File: src/design/sitrd_pkg.sv
// ----------------------------------------------------------------------------
// sitrd_pkg
// Shared widths, constants and types of the signed integer to radix digits
// converter.
// ----------------------------------------------------------------------------
package sitrd_pkg;

	localparam int VALUE_W    = 32;
	localparam int SYM_W      = 8;
	localparam int RADIX_W    = 5;
	localparam int DIGIT_W    = 4;
	localparam int MAX_BASE   = 16;
	localparam int MAX_DIGITS = 32;
	localparam int IDX_W      = $clog2(MAX_DIGITS);
	localparam int CNT_W      = $clog2(MAX_DIGITS + 1);
	localparam int BITS_W     = $clog2(VALUE_W + 1);
	localparam int PADDR_W    = 5;
	localparam int PDATA_W    = 64;

	localparam logic [RADIX_W-1:0] RADIX_RST        = 5'd10;
	localparam logic [63:0]        SYMBOLS_LOW_RST  = 64'h3736_3534_3332_3130;
	localparam logic [63:0]        SYMBOLS_HIGH_RST = 64'h4645_4443_4241_3938;

	localparam logic [SYM_W-1:0] SYM_MINUS = 8'h2D;
	localparam logic [SYM_W-1:0] SYM_PLUS  = 8'h2B;

	typedef logic [MAX_BASE-1:0][SYM_W-1:0]     sym_table_t;
	typedef logic [MAX_DIGITS-1:0][DIGIT_W-1:0] digit_lanes_t;

	typedef struct packed {
		logic [RADIX_W-1:0] radix;
		sym_table_t         symbols;
	} cfg_t;

	typedef struct packed {
		logic             done;
		logic             neg;
		logic [CNT_W-1:0] count;
	} conv_res_t;

endpackage

File: src/design/signed_int_to_radix_digits_core.sv
// ----------------------------------------------------------------------------
// signed_int_to_radix_digits_core
// Converts a signed 32-bit value into symbol bytes in a configured radix,
// a leading minus for negative values, most significant digit first.
//
//   channel   dir   handshake                     payload
//   value     in    value_valid / value_ready     value[31:0] signed
//   symbol    out   symbol_valid / symbol_ready   symbol[7:0], last
//   apb       in    psel, penable, pwrite, pready paddr[4:0], pwdata/prdata[63:0]
//
// One item is accepted, converted one magnitude bit per cycle into the digit
// lanes, handed over to the emitter, then emitted one symbol at a time (the
// digits plus one for a minus sign). A new value is taken only once the last
// item's symbols are all emitted. An item with an unusable base is dropped
// in its accept cycle. Reset restores radix 10 and symbols "0123456789ABCDEF".
// A stalled output holds the output register and pauses emission.
// ----------------------------------------------------------------------------
module signed_int_to_radix_digits_core (
	input  logic                              clk,
	input  logic                              arst_n,
	input  logic                              psel,
	input  logic                              penable,
	input  logic                              pwrite,
	input  logic [sitrd_pkg::PADDR_W-1:0]     paddr,
	input  logic [sitrd_pkg::PDATA_W-1:0]     pwdata,
	output logic [sitrd_pkg::PDATA_W-1:0]     prdata,
	output logic                              pready,
	input  logic                              value_valid,
	output logic                              value_ready,
	input  logic signed [sitrd_pkg::VALUE_W-1:0] value,
	output logic                              symbol_valid,
	input  logic                              symbol_ready,
	output logic [sitrd_pkg::SYM_W-1:0]       symbol,
	output logic                              last
);

	sitrd_pkg::cfg_t               cfg;
	sitrd_pkg::conv_res_t          res;
	sitrd_pkg::digit_lanes_t       digits;
	logic                          base_ok;
	logic                          conv_busy;
	logic                          emit_busy;
	logic                          start;
	logic                          neg;
	logic [sitrd_pkg::VALUE_W-1:0] mag;

	assign value_ready = !conv_busy && !emit_busy;
	assign start       = value_valid && value_ready && base_ok;
	assign neg         = value[sitrd_pkg::VALUE_W-1];
	assign mag         = neg ? (~$unsigned(value) + 1'b1) : $unsigned(value);

	sitrd_regs u_regs (
		.clk     (clk),
		.arst_n  (arst_n),
		.psel    (psel),
		.penable (penable),
		.pwrite  (pwrite),
		.paddr   (paddr),
		.pwdata  (pwdata),
		.prdata  (prdata),
		.pready  (pready),
		.cfg     (cfg),
		.base_ok (base_ok)
	);

	sitrd_conv u_conv (
		.clk    (clk),
		.arst_n (arst_n),
		.start  (start),
		.mag    (mag),
		.neg    (neg),
		.radix  (cfg.radix),
		.busy   (conv_busy),
		.res    (res),
		.digits (digits)
	);

	sitrd_emit u_emit (
		.clk          (clk),
		.arst_n       (arst_n),
		.res          (res),
		.digits       (digits),
		.symbols      (cfg.symbols),
		.busy         (emit_busy),
		.symbol       (symbol),
		.last         (last),
		.symbol_valid (symbol_valid),
		.symbol_ready (symbol_ready)
	);

endmodule

File: src/design/sitrd_regs.sv
// ----------------------------------------------------------------------------
// sitrd_regs
// Configuration registers (radix, symbol table) behind the APB port, and the
// check that the radix and the symbols in use form a usable base.
// ----------------------------------------------------------------------------
module sitrd_regs (
	input  logic                              clk,
	input  logic                              arst_n,
	input  logic                              psel,
	input  logic                              penable,
	input  logic                              pwrite,
	input  logic [sitrd_pkg::PADDR_W-1:0]     paddr,
	input  logic [sitrd_pkg::PDATA_W-1:0]     pwdata,
	output logic [sitrd_pkg::PDATA_W-1:0]     prdata,
	output logic                              pready,
	output sitrd_pkg::cfg_t                   cfg,
	output logic                              base_ok
);

	typedef enum logic [1:0] {
		REG_RADIX    = 2'd0,
		REG_SYM_LOW  = 2'd1,
		REG_SYM_HIGH = 2'd2
	} reg_sel_t;

	logic [sitrd_pkg::RADIX_W-1:0] radix_q;
	logic [63:0]                   sym_low_q;
	logic [63:0]                   sym_high_q;
	reg_sel_t                      sel;
	logic                          wr_en;
	logic                          bad;
	sitrd_pkg::sym_table_t         sym;

	assign sel     = reg_sel_t'(paddr[sitrd_pkg::PADDR_W-1:3]);
	assign wr_en   = psel && penable && pwrite;
	assign pready  = 1'b1;
	assign sym     = {sym_high_q, sym_low_q};
	assign cfg     = '{radix: radix_q, symbols: sym};
	assign base_ok = !bad;

	always_ff @(posedge clk or negedge arst_n) begin
		if (!arst_n) begin
			radix_q    <= sitrd_pkg::RADIX_RST;
			sym_low_q  <= sitrd_pkg::SYMBOLS_LOW_RST;
			sym_high_q <= sitrd_pkg::SYMBOLS_HIGH_RST;
		end else if (wr_en) begin
			case (sel)
				REG_RADIX:    radix_q    <= pwdata[sitrd_pkg::RADIX_W-1:0];
				REG_SYM_LOW:  sym_low_q  <= pwdata;
				REG_SYM_HIGH: sym_high_q <= pwdata;
				default: ;
			endcase
		end
	end

	always_comb begin
		case (sel)
			REG_RADIX:    prdata = sitrd_pkg::PDATA_W'(radix_q);
			REG_SYM_LOW:  prdata = sym_low_q;
			REG_SYM_HIGH: prdata = sym_high_q;
			default:      prdata = '0;
		endcase
	end

	always_comb begin
		bad = (radix_q < 5'd2) || (radix_q > sitrd_pkg::RADIX_W'(sitrd_pkg::MAX_BASE));
		for (int i = 0; i < sitrd_pkg::MAX_BASE; i++) begin
			if (sitrd_pkg::RADIX_W'(i) < radix_q) begin
				if (sym[i] == sitrd_pkg::SYM_MINUS || sym[i] == sitrd_pkg::SYM_PLUS)
					bad = 1'b1;
				for (int j = i + 1; j < sitrd_pkg::MAX_BASE; j++) begin
					if (sitrd_pkg::RADIX_W'(j) < radix_q && sym[j] == sym[i])
						bad = 1'b1;
				end
			end
		end
	end

endmodule

File: src/design/sitrd_conv.sv
// ----------------------------------------------------------------------------
// sitrd_conv
// Bit-serial conversion of the magnitude into radix digit lanes: one bit per
// cycle, MSB first, every lane doubled plus carry, carries resolved as a
// generate/propagate add across the lanes.
// ----------------------------------------------------------------------------
module sitrd_conv (
	input  logic                              clk,
	input  logic                              arst_n,
	input  logic                              start,
	input  logic [sitrd_pkg::VALUE_W-1:0]     mag,
	input  logic                              neg,
	input  logic [sitrd_pkg::RADIX_W-1:0]     radix,
	output logic                              busy,
	output sitrd_pkg::conv_res_t              res,
	output sitrd_pkg::digit_lanes_t           digits
);

	localparam int L = sitrd_pkg::MAX_DIGITS;

	logic                            busy_q;
	logic                            done_q;
	logic                            neg_q;
	logic [sitrd_pkg::BITS_W-1:0]    bits_q;
	logic [sitrd_pkg::CNT_W-1:0]     count_q;
	logic [sitrd_pkg::VALUE_W-1:0]   mag_q;
	sitrd_pkg::digit_lanes_t         digits_q;
	sitrd_pkg::digit_lanes_t         nd;
	logic [L-1:0]                    gen;
	logic [L-1:0]                    prop;
	logic [L:0]                      csum;
	logic [L:0]                      carry;
	logic [sitrd_pkg::RADIX_W-1:0]   t [L];

	assign busy   = busy_q || done_q;
	assign res    = '{done: done_q, neg: neg_q, count: count_q};
	assign digits = digits_q;

	always_comb begin
		for (int k = 0; k < L; k++) begin
			gen[k]  = ({digits_q[k], 1'b0} >= radix);
			prop[k] = ({digits_q[k], 1'b1} == radix);
		end
		csum  = {1'b0, gen | prop} + {1'b0, gen} + (L + 1)'(mag_q[sitrd_pkg::VALUE_W-1]);
		carry = csum ^ {1'b0, gen | prop} ^ {1'b0, gen};
		for (int k = 0; k < L; k++) begin
			t[k]  = {digits_q[k], carry[k]};
			nd[k] = carry[k+1] ? sitrd_pkg::DIGIT_W'(t[k] - radix)
			                   : sitrd_pkg::DIGIT_W'(t[k]);
		end
	end

	always_ff @(posedge clk or negedge arst_n) begin
		if (!arst_n) begin
			busy_q  <= 1'b0;
			done_q  <= 1'b0;
			bits_q  <= '0;
			count_q <= '0;
		end else begin
			done_q <= !start && busy_q && (bits_q == sitrd_pkg::BITS_W'(1));
			if (start) begin
				busy_q  <= 1'b1;
				bits_q  <= sitrd_pkg::BITS_W'(sitrd_pkg::VALUE_W);
				count_q <= sitrd_pkg::CNT_W'(1);
			end else if (busy_q) begin
				bits_q <= bits_q - 1'b1;
				if (carry[count_q])
					count_q <= count_q + 1'b1;
				if (bits_q == sitrd_pkg::BITS_W'(1))
					busy_q <= 1'b0;
			end
		end
	end

	always_ff @(posedge clk) begin
		if (start) begin
			mag_q    <= mag;
			neg_q    <= neg;
			digits_q <= '0;
		end else if (busy_q) begin
			mag_q    <= {mag_q[sitrd_pkg::VALUE_W-2:0], 1'b0};
			digits_q <= nd;
		end
	end

	a_start_idle: assert property (@(posedge clk) disable iff (!arst_n)
		start |-> !busy)
		else $error("conversion started while busy");

	a_count_range: assert property (@(posedge clk) disable iff (!arst_n)
		busy_q |-> (count_q >= sitrd_pkg::CNT_W'(1)
			&& count_q <= sitrd_pkg::CNT_W'(sitrd_pkg::MAX_DIGITS)))
		else $error("digit count out of range");

	a_done_pulse: assert property (@(posedge clk) disable iff (!arst_n)
		done_q |-> !busy_q && $past(busy_q))
		else $error("done without a finished conversion");

endmodule

File: src/design/sitrd_emit.sv
// ----------------------------------------------------------------------------
// sitrd_emit
// Emission of the sign and the digit symbols, most significant first, into
// the output register, one symbol per transfer.
// ----------------------------------------------------------------------------
module sitrd_emit (
	input  logic                              clk,
	input  logic                              arst_n,
	input  sitrd_pkg::conv_res_t              res,
	input  sitrd_pkg::digit_lanes_t           digits,
	input  sitrd_pkg::sym_table_t             symbols,
	output logic                              busy,
	output logic [sitrd_pkg::SYM_W-1:0]       symbol,
	output logic                              last,
	output logic                              symbol_valid,
	input  logic                              symbol_ready
);

	logic                            neg_q;
	logic [sitrd_pkg::CNT_W-1:0]     idx_q;
	logic [sitrd_pkg::IDX_W-1:0]     rd_idx;
	logic                            valid_q;
	logic [sitrd_pkg::SYM_W-1:0]     symbol_q;
	logic                            last_q;
	logic                            advance;

	assign busy         = neg_q || (idx_q != '0);
	assign advance      = busy && (!valid_q || symbol_ready);
	assign rd_idx       = sitrd_pkg::IDX_W'(idx_q - 1'b1);
	assign symbol       = symbol_q;
	assign last         = last_q;
	assign symbol_valid = valid_q;

	always_ff @(posedge clk or negedge arst_n) begin
		if (!arst_n) begin
			neg_q   <= 1'b0;
			idx_q   <= '0;
			valid_q <= 1'b0;
		end else begin
			if (advance)
				valid_q <= 1'b1;
			else if (symbol_ready)
				valid_q <= 1'b0;
			if (res.done) begin
				neg_q <= res.neg;
				idx_q <= res.count;
			end else if (advance) begin
				if (neg_q)
					neg_q <= 1'b0;
				else
					idx_q <= idx_q - 1'b1;
			end
		end
	end

	always_ff @(posedge clk) begin
		if (advance) begin
			symbol_q <= neg_q ? sitrd_pkg::SYM_MINUS : symbols[digits[rd_idx]];
			last_q   <= !neg_q && (idx_q == sitrd_pkg::CNT_W'(1));
		end
	end

	a_load_idle: assert property (@(posedge clk) disable iff (!arst_n)
		res.done |-> !busy)
		else $error("digits handed over while emitting");

	a_end_last: assert property (@(posedge clk) disable iff (!arst_n)
		$fell(busy) |-> valid_q && last_q)
		else $error("emission ended without a final symbol");

endmodule
File: config.mk
export PLATFORM = sky130hd
export DESIGN_NAME = signed_int_to_radix_digits_core
export DESIGN_NICKNAME = d
export VERILOG_FILES = /design/src/design/sitrd_pkg.sv /design/src/design/signed_int_to_radix_digits_core.sv /design/src/design/sitrd_regs.sv /design/src/design/sitrd_conv.sv /design/src/design/sitrd_emit.sv
export SDC_FILE = /design/constraint.sdc
export NUM_CORES = 2
export LEC_CHECK = 0
export BUFFER_PORTS_ARGS = -buffer_cell sky130_fd_sc_hd__buf_2
export CORE_AREA = 2 2 298 329
export DETAILED_ROUTE_END_ITERATION = 8
export DIE_AREA = 0 0 300 331
export SLEW_MARGIN = 20
export SYNTH_ARGS = -nofsm -noshare
export SYNTH_HDL_FRONTEND = slang
export SYNTH_SLANG_ARGS = --single-unit
File: constraint.sdc
create_clock -name clk -period 12.35 [get_ports clk]
set_input_delay 1.8525 -clock clk [delete_from_list [all_inputs] [get_ports clk]]
set_output_delay 1.8525 -clock clk [all_outputs]
set_load 0.01 [all_outputs]
# --- After elaboration in Yosys (flattened, before gate mapping) ---
# Cells that the tools add are included.
classes:
  add_sub_neg: 38
  order_cmp: 53
  eq_ne: 189
  mux: 209
  bitwise_logic: 4
  n_reduce_logical: 166
op_table:
  columns: ["cell", "n"]
  rows:
  - ["$eq A8 B8 Y1", 120]
  - ["$eq A8 B6 Y1 const B", 32]
  - ["$pmux W64 S3", 1]
  - ["$eq A5 B5 Y1", 32]
  - ["$ge A5 B5 Y1", 32]
  - ["$mux W1", 160]
  - ["$mux W4", 33]
  - ["$logic_and A1 B1 Y1", 129]
  - ["$sub A4 B4 Y4", 32]
  - ["$mux W32", 3]
  - ["$xor A33 B32 Y33", 2]
  - ["$mux W6", 8]
  - ["$lt A4 B5 Y1 const A", 8]
  - ["$add A32 B32 Y33", 1]
  - ["$add A33 B1 Y33", 1]
  - ["$add A32 B1 Y32 const B", 1]
  - ["$bmux W8 S4", 1]
  - ["$not A32 Y32", 1]
  - ["$or A32 B32 Y32", 1]
  - ["$bmux W4 S5", 1]
  - ["$logic_or A1 B1 Y1", 20]
  - ["$lt A3 B5 Y1 const A", 4]
  - ["$eq A6 B1 Y1 const B", 2]
  - ["$sub A6 B1 Y6 const B", 2]
  - ["other kinds (18)", 32]
word_totals:
  register_bits: 325
  inputBits: 108
  elab_cells: 705

# --- Longest topological paths before layout ---
depth:
  word_depth: 159
  depth_mapped: 27

# --- By module ---
# From an unflattened synthesis, not the netlist that was laid out.
unflattened:
  hier_cells: 4324
  hier_area_um2: 37589.8
modules_own_cells:
  columns: ["mod", "instances", "cells_per_inst", "area_each_um2", "seq_area_each_um2"]
  rows:
  - ["sitrd_regs", 1, 2079, 18522.8, 3393.3]
  - ["sitrd_conv", 1, 1772, 15118.2, 3903.7]
  - ["sitrd_emit", 1, 377, 3244.4, 470.5]
  - ["signed_int_to_radix_digits_core", 1, 96, 704.4, 0.0]

# --- Worst setup path after synthesis ---
# OpenSTA, ideal clock, no wires.
synth_timing:
  path_type: "register -> register"
  from: "register u_regs.radix_q[1] (netlist bit)"
  to: "register u_conv.digits_q, in the netlist u_conv.digits[114]"
  setup_ns: 0.128
  arrival_time_ns: 5.801
  path_slack_ns: 6.420
  path_stages_with_launch: 24
  n_path_buf: 1
  cell_sequence: "dfstp_2 > clkbuf_1 > inv_1 > ha_1 > nor2b_1 > o21ai_1 > nand3_1 > inv_1 > ha_1 > inv_1 > a311o_1 > nand3_2 > inv_1 > o21ai_0 > a31o_2 > o31ai_1 > o21bai_1 > inv_1 > ha_1 > fa_1 > xor2_1 > nand2_1 > o211ai_1 > o21ai_0"
synth_via:
  elab_chain_cells: 156
synth_rtl:
  columns: ["item", "line", "text"]
  rows:
  - ["start, declared", "sitrd_regs.sv:26", "logic [sitrd_pkg::RADIX_W-1:0] radix_q;"]
  - ["start signal, assigned", "sitrd_regs.sv:43", "radix_q <= sitrd_pkg::RADIX_RST;"]
  - ["start signal, assigned", "sitrd_regs.sv:48", "REG_RADIX: radix_q <= pwdata[sitrd_pkg::RADIX_W-1:0];"]
  - ["$lt A5 B2 Y1 / $gt A5 B5 Y1 (equally long branches)", "sitrd_regs.sv:66", "bad = (radix_q < 5'd2) || (radix_q > sitrd_pkg::RADIX_W'(sitrd_pkg::MAX_BASE));"]
  - ["$logic_or A1 B1 Y1", "sitrd_regs.sv:66", null]
  - ["$mux W1", "sitrd_regs.sv:69", "if (sym[i] == sitrd_pkg::SYM_MINUS || sym[i] == sitrd_pkg::SYM_PLUS)"]
  - ["$mux W1 (15 in series)", "sitrd_regs.sv:72", "if (sitrd_pkg::RADIX_W'(j) < radix_q && sym[j] == sym[i])"]
  - ["$mux W1", "sitrd_regs.sv:68", "if (sitrd_pkg::RADIX_W'(i) < radix_q) begin"]
  - ["$mux W1", "sitrd_regs.sv:69", null]
  - ["$mux W1 (14 in series)", "sitrd_regs.sv:72", null]
  - ["$mux W1", "sitrd_regs.sv:68", null]
  - ["(+113 left out)", null, null]
  - ["$mux W1", "sitrd_regs.sv:68", null]
  - ["$mux W1", "sitrd_regs.sv:69", null]
  - ["$mux W1", "sitrd_regs.sv:72", null]
  - ["$mux W1", "sitrd_regs.sv:68", null]
  - ["$mux W1", "sitrd_regs.sv:69", null]
  - ["$mux W1", "sitrd_regs.sv:68", null]
  - ["$logic_not A1 Y1", "sitrd_regs.sv:39", "assign base_ok = !bad;"]
  - ["$logic_and A1 B1 Y1", "signed_int_to_radix_digits_core.sv:48", "assign start = value_valid && value_ready && base_ok;"]
  - ["end signal, assigned", "sitrd_conv.sv:82", "digits_q <= nd;"]
  - ["end, declared", "sitrd_conv.sv:27", "sitrd_pkg::digit_lanes_t digits_q;"]
# Several ways; a longest one is shown, not always the timed one.
# A chain may end at the register's enable or synchronous reset.

# --- Worst setup path in the final report ---
# Same ends and word-level chain as after synthesis.

==> metrics <==
status=finished, final reports clean; R2R setup slack=between 5 and 6 ns; worst hold start=u_conv.neg_q$_DFFE_PN_; startpoint types=flop; area grow syn2layout=9.08%; vias in the first global route=31,400; H-tree lvl count=2; Pwr Total=about 9000 uW; drt first pass iters=6; area of placed instances=~38,000 um^2; Post-Synth Simple-Gate Area=14.4%; FF-to-FF Start=u_regs.radix_q[1]$_DFFE_PN1P_; Die W=300 um; Slew @ Worst Pin=approximately 1.2 ns; power density over cell area=roughly 230 nW/um^2; nets=between 4,000 and 5,000; leakage=between 0.015 and 0.02 uW; Main synth FF type=dfxtp_1; Synth Area in Compound Gates=15.0%; Async SR Flop Fraction=roughly 48%; CP Data Arrival Time=between 7 and 8 ns; Layout Cells excl Fill=between 5,000 and 6,000; die area=approximately 99,000 um^2; Initial DRC Count=approximately 3,300; cell count after synthesis=about 4,200; Syn. warnings=0; Tcrit/Tclk final=54.0%; Worst Setup Path Type=flop to flop; worst min path class=flop to flop; post-synthesis xor/xnor area fraction=between 20% and 30%; TritonCTS buffer count=39; largest family of logic cells by synthesized area=XOR/XNOR gates; WL final=about 140,000 um; Post-Place Cells=~5,400; Worst setup EP type=flop; number of flops mapped to enable cells by yosys=42; mapped cell area=between 30,000 and 40,000 um^2; Max Clock Skew=between 0.02 and 0.025 ns; setup tns final=0 ns; Vias=33,100; setup violators final=0; CTS tree=done; Distinct cells, synth=just under 100; unrepaired setup endpoints after global routing=no; initial antenna violation count=17; Core Box Area=95,600 um^2; Worst-Skew Late Latency=0.60 ns; CTS root buf=clkbuf_16; die span in y=approximately 330 um; post-CTS setup buffer count=0; number of hold buffers added after cts=0; all-layer global routing usage=between 20% and 30%; drt drc=0; sequential area share after synthesis=21.4%; IO Pins=between 150 and 200; Clock Sinks=approximately 330; Rel. slew slack=20.3%; routability congestion estimate=around 1.0; syn nets=approximately 4,500; Worst EP required=approximately 13 ns; layout cells sized above 1=between 10% and 20%; reg-to-reg endpoint=u_conv.digits[114]$_SDFFE_PN0P_; Adder-Cell Fraction of Synth Area=approximately 7.6%; post-cts resize count=0; Synth Register Bits=approximately 330; antenna violation net count after detailed routing=0; worst hold path depth=2; peak supply drop=0.000176 V; clk slew on worst S/H paths=0.06 ns; pin count of the biggest net entering global routing=109; PortBufs=~180; Avg Inst Size Synth=between 8 and 9 um^2; Final Max Tran Viols=0; design area=between 30,000 and 40,000 um^2; max cap viols=0; Worst R2R Path Depth=25; initial core utilization=between 30% and 40%; Final Hold Viols=0; fmax=about 150 MHz; Period minus WS final=roughly 6.7 ns; multiplexer share of the synthesized area=under 10%; dpl hpwl=~91,000 um; CTS max path bufs=3; global-route wire length before repair=208,000 um; crit path max fanout=between 40 and 50; Avg WL per Cell=25.8 um; Rows=approximately 120; Via density=roughly 6.1; total gr overflow=0; worst hold endpoint=u_emit.neg_q$_DFFE_PN0P_
==> kinds of logic after synthesis <==
| family | Yosys count |
|---|---|
| AO/OA/AOI/OAI | 796 |
| XOR/XNOR | 1079 |
| adder cells (fa/ha/maj) | 200 |
| buffers and inverters | 524 |
| flip-flops | 325 |
| multiplexers | 280 |
| other | 1 |
| AND/OR/NAND/NOR | 984 |
==> layout by cell type (no fill, tap or decap), types with 69 or more instances in the layout <==
cell type,count
buf_2,178
nor3_1,93
xor2_1,312
ha_1,168
nand2_1,285
buf_4,129
o21ai_0,135
a21oi_1,144
dfxtp_1,128
mux2i_1,69
mux2_2,165
nor2_1,106
a211oi_1,73
xnor2_1,767
nand4_1,195
dfrtp_1,99
nor4_1,102
inv_1,118
==> state kept, by name, summed over array words and instances, names as in the netlist <==
register,count
u_regs.sym_low_q,64
u_emit.last,1
u_conv.bits_q,6
u_emit.symbol,8
u_conv.mag_q,32
u_regs.sym_high_q,64
u_emit.idx_q,6
u_regs.radix_q,5
u_conv.neg_q,1
u_conv.count_q,6
u_emit.neg_q,1
u_conv.digits,128
u_conv.busy_q,1
u_emit.symbol_valid,1
u_conv.done_q,1
==> power by group <==
group	total, uW	switching, uW	internal [uW]
Combinational	5690	3310	2390
Sequential	1960	589	1370
Clock	1250	524	723
Total	8900	4420	4480
==> worst max-delay path, cell delays in order, from the launching register on <==
cell and delay, ns:
dfstp_4 1.31, inv_1 0.09, buf_4 0.35, ha_1 0.40
nor2b_1 0.14, o21ai_1 0.26, nand3_1 0.16, inv_1 0.08
ha_1 0.14, inv_1 0.05, a311o_1 0.31, nand3_2 0.21
inv_1 0.11, o21ai_0 0.17, buf_4 0.22, a31o_2 0.31
o31ai_1 0.11, buf_4 0.21, o21bai_1 0.66, inv_1 0.15
ha_1 0.25, fa_1 0.38, xor2_1 0.14, nand2_1 0.07
o211ai_1 0.09, o21ai_0 0.11
==> area by class of cell <==
| cell class | instances | area [um^2] |
|---|---|---|
| clock buffers | 51 | 1070 |
| multi-input cells | 3340 | 26400 |
| fillers | 9643 | 56100 |
| well taps | 1270 | 1590 |
| flip-flops and latches | 325 | 7780 |
| diodes | 2 | 5.00 |
| clock inverters | 21 | 279 |
| repair buffers | 308 | 1870 |
| inverters | 124 | 473 |
==> synth_stat cells (64+ instances only) <==
| library cell | count | area, um^2 |
|---|---|---|
| xnor2_1 | 767 | 6720 |
| xor2_1 | 312 | 2730 |
| nand2_1 | 285 | 1070 |
| clkbuf_1 | 225 | 845 |
| nand4_1 | 195 | 1220 |
| ha_1 | 168 | 2100 |
| mux2_2 | 165 | 1860 |
| a21oi_1 | 144 | 721 |
| o21ai_0 | 135 | 676 |
| dfxtp_1 | 128 | 2560 |
| inv_1 | 118 | 443 |
| buf_1 | 114 | 428 |
| nor2_1 | 106 | 398 |
| dfrtp_1 | 103 | 2580 |
| nor4_1 | 102 | 638 |
| nor3_1 | 93 | 465 |
| a211oi_1 | 73 | 548 |
| mux2i_1 | 72 | 721 |
| o22ai_1 | 65 | 407 |
| a21o_1 | 64 | 480 |
==> metal layers <==
layer	track usage, %	routed length, um	vias up	part of all wire (%)
met5	0	125	-	0.089
met4	13.7	8310	18	5.9
met3	7.00	15000	474	11
met2	43.5	61500	1687	44
met1	34.6	55300	16100	39
li1	-	-	14900	-
==> how the worst max path moves through the flow <==
stage | depth (start not counted) | slack, ns | from | endpoint
4_1_cts | 25 | 5.66 | u_regs.radix_q[1]$_DFFE_PN1P_ | u_conv.digits[114]$_SDFFE_PN0P_
2_1_floorplan | 23 | 6.42 | u_regs.radix_q[1]$_DFFE_PN1P_ | u_conv.digits[114]$_SDFFE_PN0P_
3_3_place_gp | 25 | 5.67 | u_regs.radix_q[1]$_DFFE_PN1P_ | u_conv.digits[114]$_SDFFE_PN0P_
5_1_grt | 25 | 5.14 | u_regs.radix_q[1]$_DFFE_PN1P_ | u_conv.digits[114]$_SDFFE_PN0P_
3_5_place_dp | 25 | 5.66 | u_regs.radix_q[1]$_DFFE_PN1P_ | u_conv.digits[114]$_SDFFE_PN0P_
6_report | 25 | 5.68 | u_regs.radix_q[1]$_DFFE_PN1P_ | u_conv.digits[114]$_SDFFE_PN0P_
==> through the flow <==
step	hold WS [ns]	worst slack (ns)	util, %
6_report	0.481	5.68	41.3
3_5_place_dp	0.478	5.66	39.9
4_1_cts	0.474	5.66	41.3
5_1_grt	0.512	5.14	41.3
3_3_place_gp	0.483	5.67	39.9
2_1_floorplan	0.430	6.42	-
(Power assumes the default switching activity.)
